$ cat src/sv/mstt_pkg.sv
// package: types, codes and sizes shared by the timer table files
package mstt_pkg;

  localparam int unsigned SLOTS = 16;
  localparam int unsigned IdW   = (SLOTS > 1) ? $clog2(SLOTS) : 1;

  localparam logic [1:0] OP_REGISTER = 2'd0;
  localparam logic [1:0] OP_DELETE   = 2'd1;
  localparam logic [1:0] OP_TICK     = 2'd2;

  localparam logic [1:0] KIND_REGISTERED = 2'd0;
  localparam logic [1:0] KIND_REFUSED    = 2'd1;
  localparam logic [1:0] KIND_EXPIRED    = 2'd2;

  typedef struct packed {
    logic [1:0]  operation;
    logic [15:0] start_count;
    logic [15:0] reload_period;
    logic [5:0]  slot_select;
  } in_item_t;

  typedef struct packed {
    logic [1:0] event_kind;
    logic [6:0] slot_id;
    logic       freed;
    logic       last_event;
  } out_item_t;

  typedef enum logic [1:0] {
    ST_IDLE,
    ST_REG,
    ST_TICK,
    ST_FLUSH
  } state_e;

endpackage

$ cat src/sv/mstt_if.sv
// interfaces: request and result channels with valid/ready handshake
interface mstt_in_if import mstt_pkg::*; ();
  logic     valid;
  logic     ready;
  in_item_t data;

  modport source (output valid, output data, input ready);
  modport sink   (input valid, input data, output ready);
endinterface

interface mstt_out_if import mstt_pkg::*; ();
  logic      valid;
  logic      ready;
  out_item_t data;

  modport source (output valid, output data, input ready);
  modport sink   (input valid, input data, output ready);
endinterface

$ cat src/sv/multi_slot_timer_table_core.sv
// Timer table of SLOTS slots (register, delete, tick) with one shared slot
// unit stepped by a small sequencer. A delete clears its slot as it is
// accepted. A register scans slots from id 0, one per cycle, and takes the
// first free one, or is refused when all are in use. A tick visits every
// slot through the single decrement/compare unit, one per cycle while the
// result side does not hold back the output register. One finished result
// is held back one step so that the final one can be marked; the input is
// taken again once the last result of the item sits in the output register.
module multi_slot_timer_table_core import mstt_pkg::*; (
  input  logic       clk_i,
  input  logic       rst_ni,
  mstt_in_if.sink    req_i,
  mstt_out_if.source rsp_o
);

  state_e state_q, state_d;
  logic [IdW-1:0] idx_q;
  logic [SLOTS-1:0] in_use_q;
  logic [15:0] rem_q [SLOTS];
  logic [15:0] per_q [SLOTS];
  logic [15:0] start_q, period_q;

  logic        pv_q, ov_q;
  logic [1:0]  pkind_q;
  logic [6:0]  pid_q;
  logic        pfreed_q;
  out_item_t   out_q;

  logic        accept, out_free, idx_last;
  logic [15:0] rem_rd, per_rd, dec;
  logic        slot_used, hit;

  logic in_ready, reg_found, reg_full, tick_step, pend_push, last_push, flush_done;

  assign accept   = req_i.valid && req_i.ready;
  assign out_free = !ov_q || rsp_o.ready;
  assign idx_last = (idx_q == IdW'(SLOTS - 1));

  // shared slot unit
  assign rem_rd    = rem_q[idx_q];
  assign per_rd    = per_q[idx_q];
  assign slot_used = in_use_q[idx_q];
  assign dec       = (rem_rd != 16'd0) ? (rem_rd - 16'd1) : 16'd0;
  assign hit       = slot_used && (dec == 16'd0);

  always_comb begin
    state_d = state_q;
    case (state_q)
      ST_IDLE: begin
        if (accept) begin
          if (req_i.data.operation == OP_REGISTER) state_d = ST_REG;
          else if (req_i.data.operation == OP_TICK) state_d = ST_TICK;
        end
      end
      ST_REG: begin
        if (!slot_used || idx_last) state_d = ST_FLUSH;
      end
      ST_TICK: begin
        if (tick_step && idx_last) state_d = ST_FLUSH;
      end
      ST_FLUSH: begin
        if (flush_done) state_d = ST_IDLE;
      end
      default: state_d = ST_IDLE;
    endcase
  end

  always_comb begin
    in_ready   = 1'b0;
    reg_found  = 1'b0;
    reg_full   = 1'b0;
    tick_step  = 1'b0;
    pend_push  = 1'b0;
    last_push  = 1'b0;
    flush_done = 1'b0;
    case (state_q)
      ST_IDLE: in_ready = 1'b1;
      ST_REG: begin
        reg_found = !slot_used;
        reg_full  = slot_used && idx_last;
      end
      ST_TICK: begin
        tick_step = !(hit && pv_q && !out_free);
        pend_push = hit && pv_q && out_free;
      end
      ST_FLUSH: begin
        last_push  = pv_q && out_free;
        flush_done = !pv_q || out_free;
      end
      default: ;
    endcase
  end

  assign req_i.ready = in_ready;
  assign rsp_o.valid = ov_q;
  assign rsp_o.data  = out_q;

  always_ff @(posedge clk_i or negedge rst_ni) begin
    if (!rst_ni) begin
      state_q  <= ST_IDLE;
      idx_q    <= '0;
      in_use_q <= '0;
      pv_q     <= 1'b0;
      ov_q     <= 1'b0;
    end else begin
      state_q <= state_d;
      if (state_d == ST_REG || state_d == ST_TICK) begin
        if ((state_q == ST_REG) || (state_q == ST_TICK && tick_step)) idx_q <= idx_q + IdW'(1);
      end else begin
        idx_q <= '0;
      end
      if (accept && req_i.data.operation == OP_DELETE &&
          ({1'b0, req_i.data.slot_select} < 7'(SLOTS))) begin
        in_use_q[req_i.data.slot_select[IdW-1:0]] <= 1'b0;
      end
      if (reg_found) in_use_q[idx_q] <= 1'b1;
      if (tick_step && hit && per_rd == 16'd0) in_use_q[idx_q] <= 1'b0;
      if (reg_found || reg_full || (tick_step && hit)) pv_q <= 1'b1;
      else if (last_push) pv_q <= 1'b0;
      if (pend_push || last_push) ov_q <= 1'b1;
      else if (rsp_o.ready) ov_q <= 1'b0;
    end
  end

  always_ff @(posedge clk_i) begin
    if (accept) begin
      start_q  <= req_i.data.start_count;
      period_q <= req_i.data.reload_period;
    end
    if (reg_found) begin
      rem_q[idx_q] <= start_q;
      per_q[idx_q] <= period_q;
    end
    if (tick_step && slot_used) rem_q[idx_q] <= hit ? per_rd : dec;
    if (pend_push || last_push) begin
      out_q.event_kind <= pkind_q;
      out_q.slot_id    <= pid_q;
      out_q.freed      <= pfreed_q;
      out_q.last_event <= last_push;
    end
    if (reg_found || reg_full) begin
      pkind_q  <= reg_found ? KIND_REGISTERED : KIND_REFUSED;
      pid_q    <= reg_found ? 7'(idx_q) : 7'(SLOTS);
      pfreed_q <= 1'b0;
    end else if (tick_step && hit) begin
      pkind_q  <= KIND_EXPIRED;
      pid_q    <= 7'(idx_q);
      pfreed_q <= (per_rd == 16'd0);
    end
  end

  a_idle_no_pend: assert property (@(posedge clk_i) disable iff (!rst_ni)
    state_q == ST_IDLE |-> !pv_q)
    else $error("held result left over in idle");

  a_idle_idx_zero: assert property (@(posedge clk_i) disable iff (!rst_ni)
    state_q == ST_IDLE |-> idx_q == '0)
    else $error("slot index not rewound");

  a_refused_form: assert property (@(posedge clk_i) disable iff (!rst_ni)
    rsp_o.valid && rsp_o.data.event_kind == KIND_REFUSED |->
      rsp_o.data.slot_id == 7'(SLOTS) && rsp_o.data.last_event)
    else $error("refused result malformed");

  a_tick_enters_sweep: assert property (@(posedge clk_i) disable iff (!rst_ni)
    accept && req_i.data.operation == OP_TICK |=> state_q == ST_TICK)
    else $error("tick did not start sweep");

endmodule

$ cat src/flat_wrapper.sv
// flat-port wrapper written by rule: the top's interface ports become plain ports
module multi_slot_timer_table_core_flat import mstt_pkg::*;
  (clk_i, rst_ni, req_i_valid, req_i_data, req_i_ready, rsp_o_valid, rsp_o_data, rsp_o_ready);
  mstt_in_if req_i_i ();
  mstt_out_if rsp_o_i ();
  input  logic clk_i;
  input  logic rst_ni;
  input wire logic [$bits(req_i_i.valid)-1:0] req_i_valid;
  input wire logic [$bits(req_i_i.data)-1:0] req_i_data;
  output wire logic [$bits(req_i_i.ready)-1:0] req_i_ready;
  output wire logic [$bits(rsp_o_i.valid)-1:0] rsp_o_valid;
  output wire logic [$bits(rsp_o_i.data)-1:0] rsp_o_data;
  input wire logic [$bits(rsp_o_i.ready)-1:0] rsp_o_ready;
  assign req_i_i.valid = req_i_valid;
  assign req_i_i.data = req_i_data;
  assign req_i_ready = req_i_i.ready;
  assign rsp_o_valid = rsp_o_i.valid;
  assign rsp_o_data = rsp_o_i.data;
  assign rsp_o_i.ready = rsp_o_ready;
  multi_slot_timer_table_core u_core (.clk_i(clk_i), .rst_ni(rst_ni), .req_i(req_i_i), .rsp_o(rsp_o_i));
endmodule
$ cat config.mk
export PLATFORM = sky130hd
export DESIGN_NAME = multi_slot_timer_table_core_flat
export DESIGN_NICKNAME = d
export VERILOG_FILES = /design/src/sv/mstt_pkg.sv /design/src/sv/mstt_if.sv /design/src/sv/multi_slot_timer_table_core.sv /design/src/flat_wrapper.sv
export SDC_FILE = /design/constraint.sdc
export NUM_CORES = 1
export LEC_CHECK = 0
export ABC_AREA = 1
export BUFFER_PORTS_ARGS = -buffer_cell sky130_fd_sc_hd__buf_2
export CAP_MARGIN = 10
export CORE_AREA = 5 5 256 258
export CTS_CLUSTER_SIZE = 25
export DETAILED_ROUTE_END_ITERATION = 12
export DIE_AREA = 0 0 261 263
export PLACE_DENSITY = 0.58
export SYNTH_ARGS = -nofsm -noshare
export SYNTH_HDL_FRONTEND = slang
export SYNTH_SLANG_ARGS = --single-unit
$ cat constraint.sdc
create_clock -name clk_i -period 4.5 [get_ports clk_i]
set_input_delay 0.9 -clock clk_i [delete_from_list [all_inputs] [get_ports clk_i]]
set_output_delay 0.9 -clock clk_i [all_outputs]
set_load 0.03 [all_outputs]
After elaboration in Yosys (flattened, before gate mapping):

Memories as Yosys holds them, arrays and structs flattened.
Index checks and enable logic that the tools add are counted.

* bits in latches: 0
* logic and storage cells: 117
* memory bits (read-only): 0
* memories kept: 2
* input bits: 44
* memory bits (writable): 512
* register bits: 77

Memory list
* u_core.per_q: words 16, bits a word 16, rd ports 1, clocked after Yosys merged registers in 0, write ports 1, line multi_slot_timer_table_core.sv:20 `logic [15:0] per_q [SLOTS];`
* u_core.rem_q: words 16, bits a word 16, rd ports 1, clocked after Yosys merged registers in 0, write ports 1, line multi_slot_timer_table_core.sv:19 `logic [15:0] rem_q [SLOTS];`

* reductions and logical operators: 37
* $add $sub $neg: 2
* divide/modulo/power cells: 0
* multipliers: 0
* equality and inequality tests: 9
* magnitude comparators: 5
* shift-type cells: 0
* bitwise gates (word level): 6
* muxes and demuxes: 42

Operator list (count)
* $mux W16: 6
* $and A16 B16 Y16: 2
* $logic_not A16 Y1: 2
* $not A16 Y16: 2
* $mux W1: 19
* $logic_and A1 B1 Y1: 16
* $mux W2: 8
* $or A16 B16 Y16: 1
* $reduce_bool A16 Y1: 1
* $sub A16 B1 Y16 const B: 1
* $mux W7: 2
* $lt A4 B5 Y1 const B: 2
* $demux W1 S4: 2
* $eq A2 B2 Y1 const B: 4
* $ge A4 B1 Y1 const B: 2
* $logic_or A1 B1 Y1: 8
* $mux W4: 2
* $pmux W2 S4: 1
* $eq A2 B1 Y1 const B: 3
* $lt A6 B5 Y1 const B: 1
* $reduce_bool A2 Y1: 3
* $logic_not A1 Y1: 5
* $mux W5: 1
* $add A4 B1 Y4 const B: 1
* 5 further kinds: 6

Logic depth before layout (Yosys ltp):

Gate-level depths: netlist of the first run.
An unclocked memory read counts as a cell.

* depth in word-level cells: 15
* gate-level depth with buffers: 28
* gate-level depth less buffers: 24

Worst setup path before layout of the first run:

No wires, ideal clock.

* path type: register to register
* from: reg u_core.idx_q[1]
* to: mem u_core.rem_q[10][0] (enable)
* data required time: 4111 ps
* data arrival time: 3546 ps
* setup slack: 565 ps
* path buffers: 3
* clock period less this slack: 3935 ps
* library setup time: 389 ps
* stages on the path, launching flop included: 24
* path through: dfrtp_1 buf_2 inv_2 clkbuf_1 nor2_1 o21ai_0 nand2_1 nand2_1 nand2_1 nor2_1 ha_1 nand3_1 nor2_1 nand2_1 nand2_1 nand3_1 nand2_1 nor3_2 nand3_1 nand3_2 nand2_1 inv_2 buf_6 nor2_1

* word-level cells in the longest chain between the ends: 13
* elaborated cells between the ends (all ways): 20

Ends and longest elaborated chain
* start: declaration: line multi_slot_timer_table_core.sv:17 `logic [IdW-1:0] idx_q;`
* start signal: assignment: line multi_slot_timer_table_core.sv:108 `if ((state_q == ST_REG) || (state_q == ST_TICK && tick_step)) idx_q <= idx_q + IdW'(1);`
* $mem_v2 Z16 W16
* $sub A16 B1 Y16 / $reduce_bool A16 Y1 (equally long branches): line multi_slot_timer_table_core.sv:43 `assign dec = (rem_rd != 16'd0) ? (rem_rd - 16'd1) : 16'd0;`
* $mux W16: line multi_slot_timer_table_core.sv:43
* $logic_not A16 Y1: line multi_slot_timer_table_core.sv:44 `assign hit = slot_used && (dec == 16'd0);`
* $logic_and A1 B1 Y1: line multi_slot_timer_table_core.sv:44
* $logic_and A1 B1 Y1 (2 in a row): line multi_slot_timer_table_core.sv:83 `tick_step = !(hit && pv_q && !out_free);`
* $logic_not A1 Y1: line multi_slot_timer_table_core.sv:83
* $mux W1: line multi_slot_timer_table_core.sv:76 `case (state_q)`
* $logic_and A1 B1 Y1: line multi_slot_timer_table_core.sv:134 `if (tick_step && slot_used) rem_q[idx_q] <= hit ? per_rd : dec;`
* $mux W1 (2 in a row): line multi_slot_timer_table_core.sv:134
* $or A1 B1 Y1 (no line)
* end: declaration: line multi_slot_timer_table_core.sv:19

Parallel ways exist; a longest one is shown, timed or not. The select of a mux whose other input is x is not followed.

Worst setup path after layout of the first run:

* from: reg u_core.idx_q[0]
* to: mem u_core.rem_q[0][14] (enable)

The elaborated chain is that of the path after synthesis.

==> results.toml, run 1 <==
[routing]
drt_wl_total_um = 67350
num_vias = 16730
first_iter_violations = 1456
first_pass_iters = 5
post_drt_wl_per_cell_um = 20.34
ant_nets = 0
vias_per_cell = 5.053
drc = 0

[timing]
hold_ws_ps = 273.2
finalSetupTns_ps = 0
fin_crit_sh = 0.9307
slew_violations = 0
fmax_mhz = 238.8
skew_ps = 32.35
finalHoldViolCount = 0
setup_viol = 0
worst_pin_slew_ps = 1017
rsz0062_at_grt = "true"
relSlewSlack = 0.3221
min_period_ps = 4188

[grt]
grt_max_degree = 90
grtUsageTotal = 0.1932
antenna_found_initial = 4
grt_pass1_vias = 16390
grt_overflow = 0
grt_pass1_wl_um = 100800

[power_and_ir_drop]
ir_drop_mv = 0.3632
p_total_mw = 16.00
sw_frac_of_total = 0.3302
cellPowerDensity_mw_per_mm2 = 556.6
p_comb_frac = 0.270
p_clk_frac = 0.308
cellLeakagePower_nw = 11.05
p_int_mw = 10.71
p_seq_frac = 0.422
power_switching_mw = 5.283

[synthesis]
synth_cells = 2308
ys_seq_elements = 583
synth_top_family_by_area = "simple AND/OR/NAND/NOR gates"
synth_adder_area_share = 0.002512
synth-compound-area-share = 0.06495
synth.avg_cell_area_um2 = 10.79
synthSimpleGateAreaFrac = 0.1748
synth_mux_area_frac = 0
ys.flop_type = "edfxtp_1"
seq_area_frac_synth = 0.6976
synthArstFlopShare = 0.04117
synth_edf_count = 558
synth_area_mm2 = 0.02491
yosys_warnings = 0
yosysUniqueCellTypes = 37
synth-xor-area-share = 0.0007033

[setup_path]
critPathSlowestCell = "nor2_2"
end_kind = "flop"
critPathBufInv = 5
reg2reg_from = "u_core.idx_q[0]"
crit_family = "simple AND/OR/NAND/NOR gates"
r2r_slack_ps = 310
worstPathRequired_ps = 4840
cp_cell_sequence = "inv_6, buf_12, buf_4, nand2_1, nand3_1, nand2_1, nand2_1, nand2_1, nor2_1, nand2_1, nor2_2, nand2_1, o21ai_0, nand3_1, nand2_1, nor3_2, nand3_1, nand3_2, nand2_1, inv_2, nor2_2, buf_12"
slowest_delay_ps = 630
reg2reg_depth = 22
crit_fanout = 36
critPathLaunch = "u_core.idx_q[0]"
crit_top_cell = "nand2_1"
crit_cells = 22
crit_type = "reg2reg"
reg2reg_to = "u_core.rem_q[0][14]"
crit_arrival_ps = 4530
startpoint_type = "flop"

[die]
core_area_mm2 = 0.06274
die_height_um = 263
row_count = 92
die_w_um = 261
start_util = 0.3970
dieArea_mm2 = 0.06864
io_pins = 57

[cells_and_area]
drive_gt1_frac = 0.1340
final_util = 0.4581
fillers = 5765
design_area_mm2 = 0.02874
area.growth.synth_to_final_pct = 15.38
final_net_count = 2465

[clock_network]
cts_tree = "built"
clockBufferDepth = 3
path_clk_slew_ps = 60
cts_sinks = 583
cts_buffers = 60
worst_skew_pair.late_latency_ps = 640
htreeDepth = 2
cts_root_buf = "clkbuf_16"

[placed_design]
place_hpwl_um = 39940
placed_area_mm2 = 0.02669
io_buffer_count = 54
gp_congestion = 0.9210

[job]
cap_violations = 0

[status]
status = "completed"

[min_path]
hold_path.class = "in2async"
-- cell families after synthesis --
kind of cell,Yosys count
buffers and inverters,346
AO/OA/AOI/OAI,295
adder cells (fa/ha/maj),5
AND/OR/NAND/NOR,1076
other,1
XOR/XNOR,2
flip-flops,583
-- cell type report --
cell class	instances	area [um2]	area share
Tap cell	846	1059	0.03683
Inverter	232	878.3	0.03056
Timing Repair Buffer	159	1246	0.04336
Clock inverter	35	357.8	0.01245
Multi-Input combinational cell	1380	6225	0.2166
Sequential cell	583	17380	0.6049
Clock buffer	74	1584	0.05512
Antenna cell	2	5.005	0.0001741
-- flip-flops by register name, indices dropped and copies added (netlist names) --
register            cells
u_core.pfreed_q         1
u_core.per_q          256
u_core.rsp_o.valid      1
u_core.pv_q             1
u_core.rsp_o.data       8
u_core.rem_q          256
u_core.start_q         16
u_core.period_q        16
u_core.idx_q            4
u_core.state_q          2
u_core.pkind_q          2
u_core.pid_q            4
u_core.in_use_q        16
-- synth_stat cells (all sizes together) (15+ instances only) --
| master | n | area (um2) |
|---|---|---|
| buf | 56 | 384.1 |
| clkbuf | 58 | 217.7 |
| dfrtp | 24 | 600.6 |
| edfxtp | 558 | 16760 |
| inv | 232 | 873.3 |
| nand2 | 672 | 2527 |
| nand3 | 103 | 520.5 |
| nand4 | 31 | 209.0 |
| nor2 | 255 | 999.7 |
| o21a | 15 | 112.6 |
| o21ai | 201 | 1006 |
| o22ai | 70 | 437.9 |
-- cell usage in the layout, fill, tap and decap left out, types with 10 or more instances in the layout --
cell,n
buf_12,15
buf_2,54
buf_4,90
clkbuf_1,11
clkbuf_16,60
clkinv_1,11
clkinv_2,10
dfrtp_1,22
edfxtp_1,558
inv_1,222
nand2_1,654
nand2_2,17
nand3_1,102
nand4_1,30
nor2_1,206
nor2_2,41
o21a_1,15
o21ai_0,188
o21ai_1,13
o22ai_1,70
-- worst max-delay path by stage --
stage | endpoint | slack (ps)
after floorplan | u_core.rem_q[10][0] | 570
after global placement | u_core.rem_q[12][15] | 50
after detailed placement | u_core.rem_q[12][15] | 20
after CTS | u_core.rem_q[15][7] | 110
after global routing | u_core.rem_q[13][10] | -20
final | u_core.rem_q[0][14] | 310
-- power by group through the flow --
stage / registers, mW / logic (mW) / clock network (mW)
6_report: 6.74 / 4.32 / 4.93
5_1_grt: 6.77 / 4.81 / 5.26
3_3_place_gp: 6.85 / 4.24 / 0
3_5_place_dp: 6.87 / 4.26 / 0
4_1_cts: 6.75 / 4.28 / 5.03
2_1_floorplan: 6.80 / 2.75 / 0
-- metrics by stage --
stage	setup WS (ps)	instances
floorplan	565.5	2309
global placement	52.81	3198
detailed placement	19.85	3198
CTS	111.1	3307
global route	-18.13	3309
finish	311.9	3311
-- worst register-to-register path, stage by stage (launching register included) --
cell     delay, ps
dfrtp_4        510
inv_6          150
buf_12         230
buf_4          180
nand2_1         50
nand3_1         60
nand2_1         50
nand2_1         70
nand2_1         60
nor2_1         240
nand2_1        160
nor2_2         160
nand2_1        110
o21ai_0        220
nand3_1        160
nand2_1        130
nor3_2          50
nand3_1        120
nand3_2         90
nand2_1         80
inv_2          150
nor2_2         630
buf_12         220
-- repair_timing --
| item | in CTS | in global routing |
|---|---|---|
| setup endpoints to repair | 6 | 287 |
| resized for setup | 1 | 21 |
| pin swaps | 0 | 2 |
| hold buffers | 0 | 0 |
| gates cloned | 0 | 0 |
| setup buffers | 0 | 2 |
-- metal layers --
layer  vias to the layer above  global-route usage  part of all wire
met3                       119             0.03450             0.066
met2                       476              0.3220              0.48
met1                      8132              0.2591              0.42
met5                         -                   0                 0
met4                         0             0.06023             0.032
li1                       8003                   -                 -
Note: power is estimated with default switching activity, not from simulation.
==> inputs of run 2 (changes only) <==
--- a/config.mk
+++ b/config.mk
@@ -5,13 +5,12 @@
 export SDC_FILE = /design/constraint.sdc
 export NUM_CORES = 1
 export LEC_CHECK = 0
-export ABC_AREA = 1
 export BUFFER_PORTS_ARGS = -buffer_cell sky130_fd_sc_hd__buf_2
 export CAP_MARGIN = 10
-export CORE_AREA = 5 5 256 258
+export CORE_AREA = 5 5 249 251
 export CTS_CLUSTER_SIZE = 25
 export DETAILED_ROUTE_END_ITERATION = 12
-export DIE_AREA = 0 0 261 263
+export DIE_AREA = 0 0 254 256
 export PLACE_DENSITY = 0.58
 export SYNTH_ARGS = -nofsm -noshare
 export SYNTH_HDL_FRONTEND = slang
==> results.toml, run 2 <==
[status]
status = "completed"

[grt]
grt_max_degree = 33
grt_pass1_wl_um = 85140
grt_pass1_vias = 12590
antenna_found_initial = 1
grt_overflow = 0
grtUsageTotal = 0.1777

[timing]
fin_crit_sh = 0.9730
fmax_mhz = 228.4
setup_viol = 0
skew_ps = 24.87
worst_pin_slew_ps = 675.5
finalSetupTns_ps = 0
slew_violations = 0
finalHoldViolCount = 0
min_period_ps = 4378
worst_slack_ps = 121.7
relSlewSlack = 0.5496

[cells_and_area]
multiInputGateArea_mm2 = 0.005959
antenna_cells = 0
final_net_count = 1399
top_regs = "u_core.per_q x256, u_core.rem_q x256"
design_area_mm2 = 0.02805
ff_latch_area_mm2 = 0.01739
fillers = 4978
drive_gt1_frac = 0.3479
layout_common_cells = "edfxtp_1 (558), mux4_2 (149), nand2_1 (80)"
layout.cells.most_common = "edfxtp_1"
final_util = 0.4699
area.growth.synth_to_final_pct = 19.48

[power_and_ir_drop]
p_clk_frac = 0.301
p_seq_frac = 0.418
power_switching_mw = 4.943
sw_frac_of_total = 0.2988
ir_drop_mv = 0.3643
p_int_mw = 11.60
p_total_mw = 16.54
cellPowerDensity_mw_per_mm2 = 589.9
cellLeakagePower_nw = 8.916
p_comb_frac = 0.282

[synthesis]
yosys.area.top_type_share = 0.7138
yosysTopAreaCell = "edfxtp_1"
yosys_warnings = 0
ys_top_cells_by_count = "edfxtp_1 (558), mux4_2 (149), nand2_1 (81)"
synthArstFlopShare = 0.04117
synth_area_mm2 = 0.02347
synth_edf_count = 558
synth.most_common_cell = "edfxtp_1"
synthTopCellsByArea = "edfxtp_1 (71%), mux4_2 (14%), dfrtp_1 (2.6%)"
yosysUniqueCellTypes = 65
synth_cells = 1188
seq_area_frac_synth = 0.7403
ys_seq_elements = 583
ys.flop_type = "edfxtp_1"
synth.avg_cell_area_um2 = 19.76

[placed_design]
pre_cts_ws_ps = 38.74
placed_area_mm2 = 0.02583
io_buffer_count = 54
gp_congestion = 0.8539
place_hpwl_um = 33820

[die]
io_pins = 57
core_area_mm2 = 0.05968
die_height_um = 256
start_util = 0.3933
dieArea_mm2 = 0.06502
die_w_um = 254
row_count = 90

[min_path]
hold_path.class = "in2async"

[setup_path]
end_kind = "flop"
crit_type = "reg2reg"
crit_arrival_ps = 4710
startpoint_type = "flop"
crit_fanout = 16
worstPathRequired_ps = 4830

[routing]
first_pass_iters = 5
drc = 0
post_drt_wl_per_cell_um = 26.72
first_iter_violations = 1151
drt_wl_total_um = 58290
vias_per_cell = 5.588
ant_nets = 0
num_vias = 12190

[clock_network]
cts_hold_buf = 0
cts_buffers = 60
path_clk_slew_ps = 60
cts_sinks = 583
worst_skew_pair.late_latency_ps = 620
htreeDepth = 2
cts_root_buf = "clkbuf_16"
clockBufferDepth = 3
cts_tree = "built"

[job]
cap_violations = 0
==> run 2: changes by cell type in the layout (fill, tap and decap cells not counted), moves of 18 or more <==
| cell | previous run | this run |
|---|---|---|
| nor2_1 | 206 | 24 |
| nor2_2 | 41 | 19 |
| buf_12 | 15 | 43 |
| buf_4 | 90 | 65 |
| nand4_1 | 30 | 12 |
| mux4_2 | 0 | 149 |
| nand3_1 | 102 | 15 |
| o21ai_0 | 188 | 2 |
| inv_1 | 222 | 11 |
| o22ai_1 | 70 | 0 |
| a31oi_1 | 0 | 24 |
| nand2_1 | 654 | 80 |
| a21oi_1 | 3 | 26 |
==> run 2: logic make-up (layout without fill, tap and decap cells) <==
kind of cell	after synthesis	in the layout	share of synthesized area
flops	583	583	0.7403
fa+ha+maj	5	5	0.002665
xor+xnor	12	12	0.004478
mux	173	175	0.1548
simple gates	215	215	0.04707
other cells	1	2	0.0001598
compound gates	117	117	0.03363
buf+inv	82	291	0.01695
==> run 2: path summary, 6_finish.rpt <==
| check | startpoint | endpoint | slack, ps | cells past startpoint |
|---|---|---|---|---|
| max | u_core.idx_q[0] | u_core.rem_q[7][9] | 120 | 17 |
| min | rst_ni | u_core.state_q[1] | 280 | 1 |
| max reg2reg | u_core.idx_q[0] | u_core.rem_q[7][9] | 120 | 17 |
| min reg2reg | u_core.pid_q[2] | u_core.rsp_o.data[4] | 420 | 0 |
| max in group asynchronous | rst_ni | u_core.idx_q[0] | 3770 | 1 |
| min in group clk_i | u_core.pid_q[2] | u_core.rsp_o.data[4] | 420 | 0 |
==> run 2: repair_timing <==
action,4_1_cts,5_1_grt
setup endpoints to repair,0,542
buffers inserted,0,8
resized for setup,0,22
==> run 2: layout make-up <==
type | instances | area share
timing repair buffer | 166 | 0.06054
multi-input combinational | 526 | 0.2125
clock inverter | 39 | 0.01517
tap | 782 | 0.03489
inverter | 13 | 0.001740
sequential | 583 | 0.6199
clock buffer | 73 | 0.05527
==> run 2: metrics by stage <==
step	instances	hold WS, ps
2_1_floorplan	1189	400.3
3_3_place_gp	2059	423.0
3_5_place_dp	2059	406.3
4_1_cts	2171	263.6
5_1_grt	2182	324.0
6_report	2182	282.0
==> run 2: worst max-delay path: stages (launching register included) <==
cell and delay, ps:
dfrtp_4 510, buf_12 150, mux4_2 410, a22o_1 260, nor2_2 140, ha_1 180
inv_1 80, nor4b_4 310, o211a_1 240, a21boi_1 90, a311o_1 330, a21o_1 200
o31ai_4 250, buf_6 160, a21oi_4 60, buf_12 170, buf_12 150, mux2_4 380
==> run 2: power by group through the flow <==
stage               clock network (mW)  logic (mW)  registers [mW]
floorplan                            0        2.85            6.92
global placement                     0        4.43            7.02
detailed placement                   0        4.46            7.04
CTS                               5.09        4.48            6.93
global route                      5.32        4.98            6.95
finish                            4.98        4.66            6.91
==> run 2: routing by layer <==
metal  track usage  share of wire  vias up
met2        0.2900           0.49      387
met4       0.05176          0.026        0
li1              -              -     5235
met1        0.2510           0.43     6478
met5             0              0        -
met3       0.02601          0.052       93
